### src/sv/oahi_pkg.sv
// shared types and constants of the open-addressing hash insert block
// no dependencies; used by oahi_ctrl, oahi_dpath and the top level

package oahi_pkg;

	localparam int TABLE_SIZE_DEF = 32;
	localparam int KEY_W          = 31;
	localparam int SLOT_W         = 5;
	localparam int COEFF_W        = 10;
	localparam int CFG_IDX_W      = 1;
	// modulo unit sequencing: key, c1, c2, then a drain step
	localparam int CNT_W          = 2;

	localparam logic [COEFF_W-1:0] LINEAR_RST = COEFF_W'(1);
	localparam logic [COEFF_W-1:0] SQUARE_RST = COEFF_W'(0);

	typedef enum logic [1:0] {
		FN_INSERT = 2'd0,
		FN_READ   = 2'd1,
		FN_CLEAR  = 2'd2
	} func_t;

	typedef enum logic [1:0] {
		ST_INSERTED = 2'd0,
		ST_FULL     = 2'd1,
		ST_READ     = 2'd2,
		ST_CLEARED  = 2'd3
	} status_t;

	typedef enum logic [CFG_IDX_W-1:0] {
		REG_LINEAR = 1'd0,
		REG_SQUARE = 1'd1
	} cfg_reg_t;

	typedef struct packed {
		func_t              func;
		logic [KEY_W-1:0]   key;
		logic [SLOT_W-1:0]  slot_index;
	} item_t;

	typedef struct packed {
		status_t            status;
		logic [SLOT_W-1:0]  slot;
		logic [KEY_W-1:0]   stored_key;
		logic               occupied;
	} result_t;

	typedef struct packed {
		logic    load;
		logic    mod_step;
		logic    probe_init;
		logic    probe_rd;
		logic    probe_adv;
		logic    ins_wr;
		logic    slot_rd;
		logic    sweep_clr;
		logic    sweep_wr;
		logic    emit;
		status_t emit_status;
	} cmd_t;

	typedef struct packed {
		logic mod_done;
		logic probe_last;
		logic slot_busy;
		logic sweep_last;
	} sts_t;

endpackage

### src/sv/oahi_ctrl.sv
// controller state machine of the hash insert block
// depends on oahi_pkg; drives oahi_dpath through cmd_t and reads sts_t

module oahi_ctrl (
	input  logic             clk,
	input  logic             arst_n,
	input  logic             start,
	input  oahi_pkg::func_t  func,
	input  oahi_pkg::sts_t   sts,
	output oahi_pkg::cmd_t   cmd,
	output logic             busy
);

	typedef enum logic [3:0] {
		S_INIT_CLR,
		S_IDLE,
		S_MOD,
		S_PROBE_INIT,
		S_PROBE_RD,
		S_PROBE_CHK,
		S_SLOT_RD,
		S_SLOT_WAIT,
		S_CLR
	} state_t;

	state_t state_q;
	state_t state_nxt;

	always_comb begin
		state_nxt       = state_q;
		cmd             = '0;
		cmd.emit_status = oahi_pkg::ST_INSERTED;
		unique case (state_q)
			S_INIT_CLR: begin
				cmd.sweep_wr = 1'b1;
				if (sts.sweep_last) begin
					state_nxt = S_IDLE;
				end
			end
			S_IDLE: begin
				if (start) begin
					unique case (func)
						oahi_pkg::FN_INSERT: begin
							cmd.load  = 1'b1;
							state_nxt = S_MOD;
						end
						oahi_pkg::FN_READ: begin
							cmd.load  = 1'b1;
							state_nxt = S_SLOT_RD;
						end
						oahi_pkg::FN_CLEAR: begin
							cmd.sweep_clr = 1'b1;
							state_nxt     = S_CLR;
						end
						// undefined code: item dropped
						default: state_nxt = S_IDLE;
					endcase
				end
			end
			S_MOD: begin
				cmd.mod_step = 1'b1;
				if (sts.mod_done) begin
					state_nxt = S_PROBE_INIT;
				end
			end
			S_PROBE_INIT: begin
				cmd.probe_init = 1'b1;
				state_nxt      = S_PROBE_RD;
			end
			S_PROBE_RD: begin
				cmd.probe_rd = 1'b1;
				state_nxt    = S_PROBE_CHK;
			end
			S_PROBE_CHK: begin
				priority if (!sts.slot_busy) begin
					cmd.ins_wr      = 1'b1;
					cmd.emit        = 1'b1;
					cmd.emit_status = oahi_pkg::ST_INSERTED;
					state_nxt       = S_IDLE;
				end else if (sts.probe_last) begin
					cmd.emit        = 1'b1;
					cmd.emit_status = oahi_pkg::ST_FULL;
					state_nxt       = S_IDLE;
				end else begin
					cmd.probe_adv = 1'b1;
					state_nxt     = S_PROBE_RD;
				end
			end
			S_SLOT_RD: begin
				cmd.slot_rd = 1'b1;
				state_nxt   = S_SLOT_WAIT;
			end
			S_SLOT_WAIT: begin
				cmd.emit        = 1'b1;
				cmd.emit_status = oahi_pkg::ST_READ;
				state_nxt       = S_IDLE;
			end
			S_CLR: begin
				cmd.sweep_wr = 1'b1;
				if (sts.sweep_last) begin
					cmd.emit        = 1'b1;
					cmd.emit_status = oahi_pkg::ST_CLEARED;
					state_nxt       = S_IDLE;
				end
			end
			default: state_nxt = S_IDLE;
		endcase
	end

	always_ff @(posedge clk or negedge arst_n) begin
		if (!arst_n) begin
			state_q <= S_INIT_CLR;
		end else begin
			state_q <= state_nxt;
		end
	end

	assign busy = (state_q != S_IDLE);

endmodule

### src/sv/oahi_dpath.sv
// datapath of the hash insert block: coefficients, modulo reduction, probe
// sequence, slot memory and result register; depends on oahi_pkg

module oahi_dpath #(
	parameter int TABLE_SIZE = oahi_pkg::TABLE_SIZE_DEF
) (
	input  logic                                clk,
	input  logic                                arst_n,
	input  oahi_pkg::item_t                     item,
	input  logic                                wr_en,
	input  logic [oahi_pkg::CFG_IDX_W-1:0]      wr_index,
	input  logic [oahi_pkg::COEFF_W-1:0]        wr_data,
	input  oahi_pkg::cmd_t                      cmd,
	output oahi_pkg::sts_t                      sts,
	output logic                                done,
	output oahi_pkg::result_t                   result
);

	localparam int IDX_W   = $clog2(TABLE_SIZE);
	localparam int KEY_W   = oahi_pkg::KEY_W;
	localparam int COEFF_W = oahi_pkg::COEFF_W;
	localparam int CNT_W   = oahi_pkg::CNT_W;
	localparam int ENTRY_W = KEY_W + 1;
	localparam int RECIP_W = 32;
	localparam int PROD_W  = KEY_W + RECIP_W;
	localparam int RECIP_SHIFT = KEY_W + IDX_W;
	localparam logic [IDX_W:0]   SIZE_EXT = (IDX_W+1)'(TABLE_SIZE);
	localparam logic [IDX_W-1:0] LAST_IDX = IDX_W'(TABLE_SIZE - 1);
	localparam logic [KEY_W-1:0] SIZE_KEY = KEY_W'(TABLE_SIZE);
	// ceil(2^RECIP_SHIFT / size): (x * RECIP) >> RECIP_SHIFT is x / size for any 31-bit x
	localparam logic [RECIP_W-1:0] RECIP = RECIP_W'(((64'd1 << RECIP_SHIFT)
		+ 64'(TABLE_SIZE) - 64'd1) / 64'(TABLE_SIZE));
	localparam logic [CNT_W-1:0] MOD_LAST = CNT_W'(3);

	// (a + b) mod size for a, b already below size
	function automatic logic [IDX_W-1:0] mod_add(logic [IDX_W-1:0] a, logic [IDX_W-1:0] b);
		logic [IDX_W:0] sum;
		sum = {1'b0, a} + {1'b0, b};
		if (sum >= SIZE_EXT) begin
			sum = sum - SIZE_EXT;
		end
		return sum[IDX_W-1:0];
	endfunction

	logic [COEFF_W-1:0] lin_q;
	logic [COEFF_W-1:0] sq_q;

	oahi_pkg::item_t    item_q;
	logic [COEFF_W-1:0] lin_ld_q;
	logic [COEFF_W-1:0] sq_ld_q;
	logic [CNT_W-1:0]   cnt_q;
	logic [KEY_W-1:0]   mod_op;
	logic [KEY_W-1:0]   op_s1;
	logic [PROD_W-1:0]  prod_s1;
	logic [KEY_W-1:0]   quot;
	logic [IDX_W-1:0]   mod_rem;
	logic [IDX_W-1:0]   home_q;
	logic [IDX_W-1:0]   lin_m_q;
	logic [IDX_W-1:0]   sq_m_q;
	logic [IDX_W-1:0]   pos_q;
	logic [IDX_W-1:0]   delta_q;
	logic [IDX_W-1:0]   step_q;
	logic [IDX_W-1:0]   probe_q;
	logic [IDX_W-1:0]   sweep_q;

	logic [ENTRY_W-1:0] mem [TABLE_SIZE];
	logic [ENTRY_W-1:0] rdata_q;
	logic               mem_we;
	logic [IDX_W-1:0]   mem_waddr;
	logic [ENTRY_W-1:0] mem_wdata;
	logic               mem_re;
	logic [IDX_W-1:0]   mem_raddr;

	logic               in_range;
	logic [IDX_W-1:0]   slot_addr;
	oahi_pkg::result_t  res_nxt;
	oahi_pkg::result_t  res_q;
	logic               done_q;

	always_ff @(posedge clk or negedge arst_n) begin
		if (!arst_n) begin
			lin_q <= oahi_pkg::LINEAR_RST;
			sq_q  <= oahi_pkg::SQUARE_RST;
		end else if (wr_en) begin
			if (wr_index == oahi_pkg::REG_LINEAR) begin
				lin_q <= wr_data;
			end else begin
				sq_q <= wr_data;
			end
		end
	end

	// operands of the modulo unit in turn: key, c1, c2
	always_comb begin
		unique case (cnt_q)
			CNT_W'(0): mod_op = item_q.key;
			CNT_W'(1): mod_op = KEY_W'(lin_ld_q);
			default:   mod_op = KEY_W'(sq_ld_q);
		endcase
	end

	assign quot    = KEY_W'(prod_s1 >> RECIP_SHIFT);
	assign mod_rem = IDX_W'(op_s1 - quot * SIZE_KEY);

	always_ff @(posedge clk) begin
		if (cmd.load) begin
			item_q   <= item;
			lin_ld_q <= lin_q;
			sq_ld_q  <= sq_q;
		end else if (cmd.mod_step) begin
			// one operand enters the multiplier, the one before it leaves reduced
			op_s1   <= mod_op;
			prod_s1 <= PROD_W'(mod_op) * PROD_W'(RECIP);
			unique case (cnt_q)
				CNT_W'(1): home_q  <= mod_rem;
				CNT_W'(2): lin_m_q <= mod_rem;
				CNT_W'(3): sq_m_q  <= mod_rem;
				default: ;
			endcase
		end
		// step between probes i and i+1 is c1 + c2*(2i+1), grown by 2*c2 each time
		if (cmd.probe_init) begin
			pos_q   <= home_q;
			delta_q <= mod_add(lin_m_q, sq_m_q);
			step_q  <= mod_add(sq_m_q, sq_m_q);
		end else if (cmd.probe_adv) begin
			pos_q   <= mod_add(pos_q, delta_q);
			delta_q <= mod_add(delta_q, step_q);
		end
	end

	always_ff @(posedge clk or negedge arst_n) begin
		if (!arst_n) begin
			cnt_q   <= '0;
			probe_q <= '0;
			sweep_q <= '0;
		end else begin
			if (cmd.load) begin
				cnt_q <= '0;
			end else if (cmd.mod_step) begin
				cnt_q <= cnt_q + CNT_W'(1);
			end
			if (cmd.probe_init) begin
				probe_q <= '0;
			end else if (cmd.probe_adv) begin
				probe_q <= probe_q + IDX_W'(1);
			end
			if (cmd.sweep_clr) begin
				sweep_q <= '0;
			end else if (cmd.sweep_wr) begin
				sweep_q <= sweep_q + IDX_W'(1);
			end
		end
	end

	assign in_range  = (int'(item_q.slot_index) < TABLE_SIZE);
	assign slot_addr = IDX_W'(item_q.slot_index);

	always_comb begin
		mem_we    = cmd.sweep_wr | cmd.ins_wr;
		mem_waddr = cmd.sweep_wr ? sweep_q : pos_q;
		mem_wdata = cmd.sweep_wr ? '0 : {1'b1, item_q.key};
		mem_re    = cmd.probe_rd | cmd.slot_rd;
		mem_raddr = cmd.probe_rd ? pos_q : slot_addr;
	end

	always_ff @(posedge clk) begin
		if (mem_we) begin
			mem[mem_waddr] <= mem_wdata;
		end
		if (mem_re) begin
			rdata_q <= mem[mem_raddr];
		end
	end

	always_comb begin
		res_nxt        = '0;
		res_nxt.status = cmd.emit_status;
		unique case (cmd.emit_status)
			oahi_pkg::ST_INSERTED: begin
				res_nxt.slot       = oahi_pkg::SLOT_W'(pos_q);
				res_nxt.stored_key = item_q.key;
				res_nxt.occupied   = 1'b1;
			end
			oahi_pkg::ST_READ: begin
				res_nxt.slot     = item_q.slot_index;
				res_nxt.occupied = in_range & rdata_q[KEY_W];
				if (in_range && rdata_q[KEY_W]) begin
					res_nxt.stored_key = rdata_q[KEY_W-1:0];
				end
			end
			oahi_pkg::ST_FULL, oahi_pkg::ST_CLEARED: begin
				res_nxt.slot = '0;
			end
		endcase
	end

	always_ff @(posedge clk) begin
		if (cmd.emit) begin
			res_q <= res_nxt;
		end
	end

	always_ff @(posedge clk or negedge arst_n) begin
		if (!arst_n) begin
			done_q <= 1'b0;
		end else begin
			done_q <= cmd.emit;
		end
	end

	assign sts.mod_done   = (cnt_q == MOD_LAST);
	assign sts.probe_last = (probe_q == LAST_IDX);
	assign sts.slot_busy  = rdata_q[KEY_W];
	assign sts.sweep_last = (sweep_q == LAST_IDX);

	assign done   = done_q;
	assign result = res_q;

endmodule

### src/sv/open_addressing_hash_insert.sv
// Open-addressing hash table with quadratic probing, TABLE_SIZE slots of 31-bit keys.
// An item is taken when start is high and busy is low; its one result appears on result
// for a single cycle with done high and must be taken then, as the receiver cannot stall.
// An insert first reduces the key and both probe coefficients modulo TABLE_SIZE by
// reciprocal multiplication, one operand a cycle through a two-stage unit, then probes
// up to TABLE_SIZE slots of the slot memory (one read and one write port), each probe a
// read in S_PROBE_RD and a check in S_PROBE_CHK; done and the result are registered.
// A read passes S_SLOT_RD and S_SLOT_WAIT, a clear writes one slot per cycle, and an
// undefined operation code is dropped with no result. After reset the block stays busy
// while it empties the table. The coefficient registers are written through wr_en,
// wr_index and wr_data; the user must write them only while the block is idle, as the
// block does not enforce it. Depends on oahi_pkg, oahi_ctrl and oahi_dpath.

module open_addressing_hash_insert #(
	parameter int TABLE_SIZE = oahi_pkg::TABLE_SIZE_DEF
) (
	input  logic                            clk,
	input  logic                            arst_n,
	input  logic                            start,
	output logic                            busy,
	input  oahi_pkg::item_t                 item,
	output logic                            done,
	output oahi_pkg::result_t               result,
	input  logic                            wr_en,
	input  logic [oahi_pkg::CFG_IDX_W-1:0]  wr_index,
	input  logic [oahi_pkg::COEFF_W-1:0]    wr_data
);

	oahi_pkg::cmd_t cmd;
	oahi_pkg::sts_t sts;

	oahi_ctrl u_ctrl (
		.clk    (clk),
		.arst_n (arst_n),
		.start  (start),
		.func   (item.func),
		.sts    (sts),
		.cmd    (cmd),
		.busy   (busy)
	);

	oahi_dpath #(
		.TABLE_SIZE (TABLE_SIZE)
	) u_dpath (
		.clk      (clk),
		.arst_n   (arst_n),
		.item     (item),
		.wr_en    (wr_en),
		.wr_index (wr_index),
		.wr_data  (wr_data),
		.cmd      (cmd),
		.sts      (sts),
		.done     (done),
		.result   (result)
	);

endmodule
### config.mk
export PLATFORM = sky130hd
export DESIGN_NAME = open_addressing_hash_insert
export DESIGN_NICKNAME = d
export VERILOG_FILES = /design/src/sv/oahi_pkg.sv /design/src/sv/oahi_ctrl.sv /design/src/sv/oahi_dpath.sv /design/src/sv/open_addressing_hash_insert.sv
export SDC_FILE = /design/constraint.sdc
export NUM_CORES = 2
export LEC_CHECK = 0
export BUFFER_PORTS_ARGS = -buffer_cell sky130_fd_sc_hd__clkbuf_2
export CAP_MARGIN = 20
export CORE_ASPECT_RATIO = 1.2
export CORE_MARGIN = 4
export CORE_UTILIZATION = 56
export DETAILED_ROUTE_END_ITERATION = 10
export PLACE_DENSITY = 0.75
export SYNTH_ARGS = -nofsm -noshare
export SYNTH_HDL_FRONTEND = slang
export SYNTH_HIERARCHICAL = 1
export SYNTH_SLANG_ARGS = --single-unit
### constraint.sdc
create_clock -name clk -period 4.25 [get_ports clk]
set_input_delay 0.85 -clock clk [delete_from_list [all_inputs] [get_ports clk]]
set_output_delay 0.85 -clock clk [all_outputs]
set_load 0.005 [all_outputs]
## Yosys cells after proc, flatten, opt, wreduce, memory -nomap -nowiden

Memory sizes are Yosys's and may differ from the RTL's. A register that Yosys moved wholly into a read port is not among the register bits.
Cells that the tools add are included.

- Reductions and logical operators: 17
- Order comparisons: 4
- Muxes and demuxes: 49
- Equality and inequality tests: 22
- Bitwise gates (word level): 4
- Divide/modulo/power cells: 0
- Multipliers: 0
- Shifts and indexed selects: 0
- Add/subtract/negate cells: 12

Operators by type and width:

| kind | number |
|---|---|
| 5-bit two-way mux | 14 |
| 32-bit case mux with 2 select lines | 1 |
| 32-bit two-way mux | 1 |
| 31-bit two-way mux | 1 |
| 4-bit case mux with 7 select lines | 1 |
| 5-bit by 1-bit subtractor with 5-bit output (second input constant) | 5 |
| 5-bit by 5-bit adder with 6-bit output | 4 |
| 6-bit >= comparator (second input constant) | 4 |
| 4-bit by 3-bit equality test with 1-bit output (second input constant) | 4 |
| 1-bit two-way mux | 16 |
| 3-bit two-way mux | 5 |
| 5-bit case mux with 3 select lines | 1 |
| 4-bit two-way mux | 3 |
| 4-bit case mux with 3 select lines | 1 |
| 3-bit AND reduction | 4 |
| 5-bit by 1-bit adder with 5-bit output (second input constant) | 2 |
| 2-bit equality test (second input constant) | 5 |
| 5-bit equality test (second input constant) | 2 |
| 5-bit case mux with 2 select lines | 1 |
| 3-bit case mux with 3 select lines | 1 |
| 4-bit by 2-bit equality test with 1-bit output (second input constant) | 2 |
| 2-bit by 1-bit equality test with 1-bit output (second input constant) | 3 |
| 2-bit logical NOT | 3 |
| 2-bit two-way mux | 3 |
| 12 further kinds | 21 |

- Bits of input ports: 53
- Memories kept: 1
- Memory bits (read-only): 0
- Latch bits: 0
- Output and inout port bits: 41
- RAM bits: 1024
- Register bits: 147

Memory list:

| memory | words | width | read ports | clocked after Yosys merged registers in | write ports | line | text |
|---|---|---|---|---|---|---|---|
| u_dpath.mem | 32 | 32 | 1 | 1 | 1 | oahi_dpath.sv:66 | `logic [ENTRY_W-1:0] mem [TABLE_SIZE];` |

## Logic depth before layout (Yosys ltp)

- Depth in word-level cells: 7
- Depth in mapped cells: 13
- Gate-level depth less buffers: 9

## Modules after synthesis

The synthesis kept the hierarchy.

Modules (own cells, without submodules):

| module | cells each | instances | sequential area each (um^2) | area an instance (um^2) |
|---|---|---|---|---|
| oahi_dpath | 3095 | 1 | 35860.6 | 47748.3 |
| oahi_ctrl | 53 | 1 | 100.1 | 432.9 |

## Worst setup path before layout

No wires, ideal clock.

- Path kind: input to register
- From: input port start
- To: register u_dpath.home_q[0], enable pin
- Setup time: 0.264 ns
- Arrival: 3.812 ns
- Path slack: 0.174 ns
- Stages on the path: 4
- Cell sequence: nand3_2 nor2_1 nor2b_1 and2_1

RTL lines:

| element | line | text |
|---|---|---|
| start: declaration | open_addressing_hash_insert.sv:19 | `input logic start,` |
| end signal: assignment | oahi_dpath.sv:115 | `CNT_W'(1): home_q <= mod_rem;` |
| end: declaration | oahi_dpath.sv:57 | `logic [IDX_W-1:0] home_q;` |

==> impl_results.md <==
* Fin crit share at a little over nine tenths
* CP Data Required Time at between 4000 and 5000 ps
* Crit-path cells: nand2b_1, nor3_2, buf_12, o21ai_4, nand2_1, buf_4, buf_4, o22ai_1, nor4_1, buf_4
* Sequential area share after synthesis at around three quarters
* Static Leakage at 18.5 nW
* Post-synth top flop: edfxtp_1
* CTS H-tree depth at 3
* Worst slack, placed at 367 ps
* Yosys warns at 6
* Fin util at ~65%
* Vias per cell at about 6.6
* Mapped Area at between 0.04 and 0.05 mm^2
* CP Depth at 10
* Vias in the first global route at approximately 30000
* PnR worst setup slack at 154 ps
* R2R setup slack at ~150 ps
* Skew-Pair Late Insertion Delay at roughly 700 ps
* Area delta synth->final at 14.4%
* Die Ht at around 330 um
* Syn_area_per_cell at around 15 um^2
* Distinct cell type count after synthesis at 74
* Number of I/O port buffers at 88
* Arrival @ worst endpoint at roughly 4600 ps
* FF-to-FF Start: u_ctrl/state_q[2]
* DR DRC count at 0
* Setup Fix Bufs, Post-CTS at 0
* Initial antenna violation count at 4
* Clock tree buffer depth at 3
* First-pass GRT wire length at just under 200000 um
* 1st-pass router iterations at 7
* Fmax achieved at approximately 240 MHz
* Die Width at around 280 um
* Critical Path Start: u_ctrl/state_q[2]
* CTS hold repair buffers at 0
* Pwr Total at 33.4 mW
* Tot GR Track Use at between 20% and 30%
* CTS tree: built
* Antenna-violating nets left at 0
* Post-Synthesis Cells at roughly 3100
* Unrepaired setup endpoints after global routing: no
* Commonest non-fill, non-tap cells in the layout: 1175 x edfxtp_1, 460 x nand2_1, 175 x a21oi_1
* Critical path class: flop to flop
* Core Area at 0.0851 mm^2
* CP max FO at 40
* GP Congestion at just under 0.9
* Total CTS buffers at about 110
* Crit path buffers/inverters at 4
* Routed len/inst at about 29 um
* Status: finished, final reports clean
* Total Nets Final at ~3400
* PwrDens at just over 600 mW/mm^2
* Slew @ Worst Pin at approximately 1200 ps
* Iter 0 DRT Violations at between 4000 and 5000
* Synthesized Nets at 3223
* I/O Pins at 94
* DP HPWL at 73800 um
* Worst vdd ir at 399 uV
* Hold_ws at 205 ps
* Worst Setup Start Kind: flop
* Crit path max-delay family: simple AND/OR/NAND/NOR gates
* Post-synthesis register bit count at 1202
* Slowest CP cell: nor4_1
* # setup viols final at 0
* Clk slew on worst S/H paths at ~60 ps
* Gr ovfl total at 0
* Core Rows at 117
* Slew margin rel. at between 20% and 30%
* Total clock sinks at between 1000 and 1500
* Largest net degree at the start of global routing at between 100 and 150
* Vias at around 30000
* Setup crit end: u_dpath/rdata_q[31]
* Post-synth EDFFs at ~1200
* Layout cells sized above 1 at between 10% and 20%
* Final clock skew at around 48 ps
* Root Driver: clkbuf_16
* Tmin final at 4100 ps
* Die Area at between 0.09 and 0.1 mm^2
* Fin. Hold Viols at 0
* WL final at around 130000 um
* Critical Path Max Stage Delay at ~660 ps
* PostCTS Resize Cnt at 0
* Starting density of the core at between 50% and 60%
* Reg2reg end: u_dpath/rdata_q[31]
* Slew Viols, Final at 0
* Top cell by count, worst path: buf_4
* Min-delay worst type: input pin to async pin
* Endpoint class of the critical path: flop
* Cells on worst reg2reg path at 10
* # Max-Cap Violations at 0
* Commonest non-fill, non-tap cell in the layout: edfxtp_1
* Setup TNS at 0 ps
* Post-synth ARST share at roughly 2.2%
-- final cells by class --
class	count	area, um^2
clock buffers	137	2930
multi-input cells	1735	11800
diodes	2	5.00
well taps	1130	1410
flip-flops and latches	1202	36000
inverters	24	90.1
fillers	5599	29900
clock inverters	67	845
repair buffers	247	2110
-- power by group --
part | switching, mW | internal, mW
logic | 5.22 | 2.43
registers | 0.456 | 15.1
clock network | 4.27 | 5.99
-- worst min-delay path by stage --
| stage | slack, ps | cells after the start | start | to |
|---|---|---|---|---|
| after detailed placement | 430 | 0 | u_dpath/sq_q[4] | u_dpath/sq_ld_q[4] |
| after global placement | 430 | 0 | u_dpath/sq_q[4] | u_dpath/sq_ld_q[4] |
| after global routing | 240 | 1 | arst_n | u_dpath/cnt_q[0] |
| final | 200 | 1 | arst_n | u_dpath/cnt_q[0] |
| after CTS | 190 | 1 | arst_n | u_dpath/cnt_q[0] |
| after floorplan | 420 | 0 | u_dpath/lin_q[1] | u_dpath/lin_ld_q[1] |
-- cell families (layout without fill, tap and decap cells) --
group / Yosys count / in the layout / synth area share, %
muxes: 150 / 150 / 4.68
AOI/OAI and AO/OA: 602 / 602 / 8.72
other: 0 / 2 / 0
adders and majority gates: 22 / 22 / 0.618
buffers and inverters: 211 / 475 / 2.02
and+or+nand+nor: 943 / 943 / 9.00
DFF: 1202 / 1202 / 74.6
xor gates and xnor gates: 18 / 18 / 0.327
-- metrics by stage --
stage / cell area (um^2) / instances
floorplan: 48200 / 3148
global placement: 51100 / 4327
detailed placement: 51200 / 4329
CTS: 55000 / 4533
global route: 55100 / 4543
finish: 55100 / 4544
-- cell usage after synthesis, drive strengths merged, types with 3 or more instances --
| library cell | instances | share of area [%] |
|---|---|---|
| edfxtp | 1175 | 73 |
| nand2 | 461 | 3.6 |
| a21oi | 176 | 1.8 |
| nor2 | 150 | 1.2 |
| nand2b | 125 | 1.6 |
| clkbuf | 116 | 0.93 |
| o22ai | 94 | 1.2 |
| mux2i | 76 | 1.6 |
| buf | 71 | 0.90 |
| a22oi | 68 | 1.1 |
| nor4 | 59 | 0.77 |
| mux4 | 58 | 2.7 |
| a32oi | 55 | 1.0 |
| nor2b | 40 | 0.53 |
| nand3 | 38 | 0.41 |
| nor3 | 37 | 0.39 |
| a21o | 33 | 0.51 |
| o21a | 33 | 0.51 |
| a22o | 32 | 0.58 |
| a2111oi | 27 | 0.49 |
| o221a | 27 | 0.63 |
| dfrtp | 26 | 1.4 |
| inv | 23 | 0.18 |
| ha | 19 | 0.49 |
| o21ai | 17 | 0.18 |
| mux2 | 16 | 0.38 |
| a31oi | 12 | 0.18 |
| nor3b | 9 | 0.16 |
| xnor2 | 9 | 0.16 |
| xor2 | 9 | 0.16 |
| o21bai | 7 | 0.12 |
| and2 | 5 | 0.065 |
| and3 | 5 | 0.065 |
| a221oi | 4 | 0.073 |
| a31o | 4 | 0.073 |
| and4 | 4 | 0.073 |
| fa | 3 | 0.12 |
-- per-layer routing --
layer / share of wire, % / global-route usage, % / wire length [um] / up-vias
met5: 0.022 / 0 / 30 / -
met4: 5.4 / 14.2 / 7280 / 4
met3: 13 / 7.50 / 17800 / 439
met2: 47 / 46.3 / 62400 / 2255
met1: 34 / 38.4 / 46000 / 14900
li1: - / - / - / 12500
-- flip-flops by register name, summed over array words and instances (netlist names) --
register	cells
u_dpath/lin_m_q	5
u_dpath/done	1
u_dpath/slot_addr	5
u_dpath/item_q	31
u_dpath/cnt_q	2
u_dpath/rdata_q	32
u_dpath/mem	1024
u_dpath/result	39
u_dpath/lin_ld_q	5
u_dpath/sweep_q	5
u_dpath/sq_q	5
u_dpath/lin_q	5
u_dpath/sq_ld_q	5
u_dpath/step_q	4
u_ctrl/state_q	4
u_dpath/op_s1	5
u_dpath/probe_q	5
u_dpath/sq_m_q	5
u_dpath/delta_q	5
u_dpath/pos_q	5
u_dpath/home_q	5
Note: power is estimated with default switching activity, not from simulation.
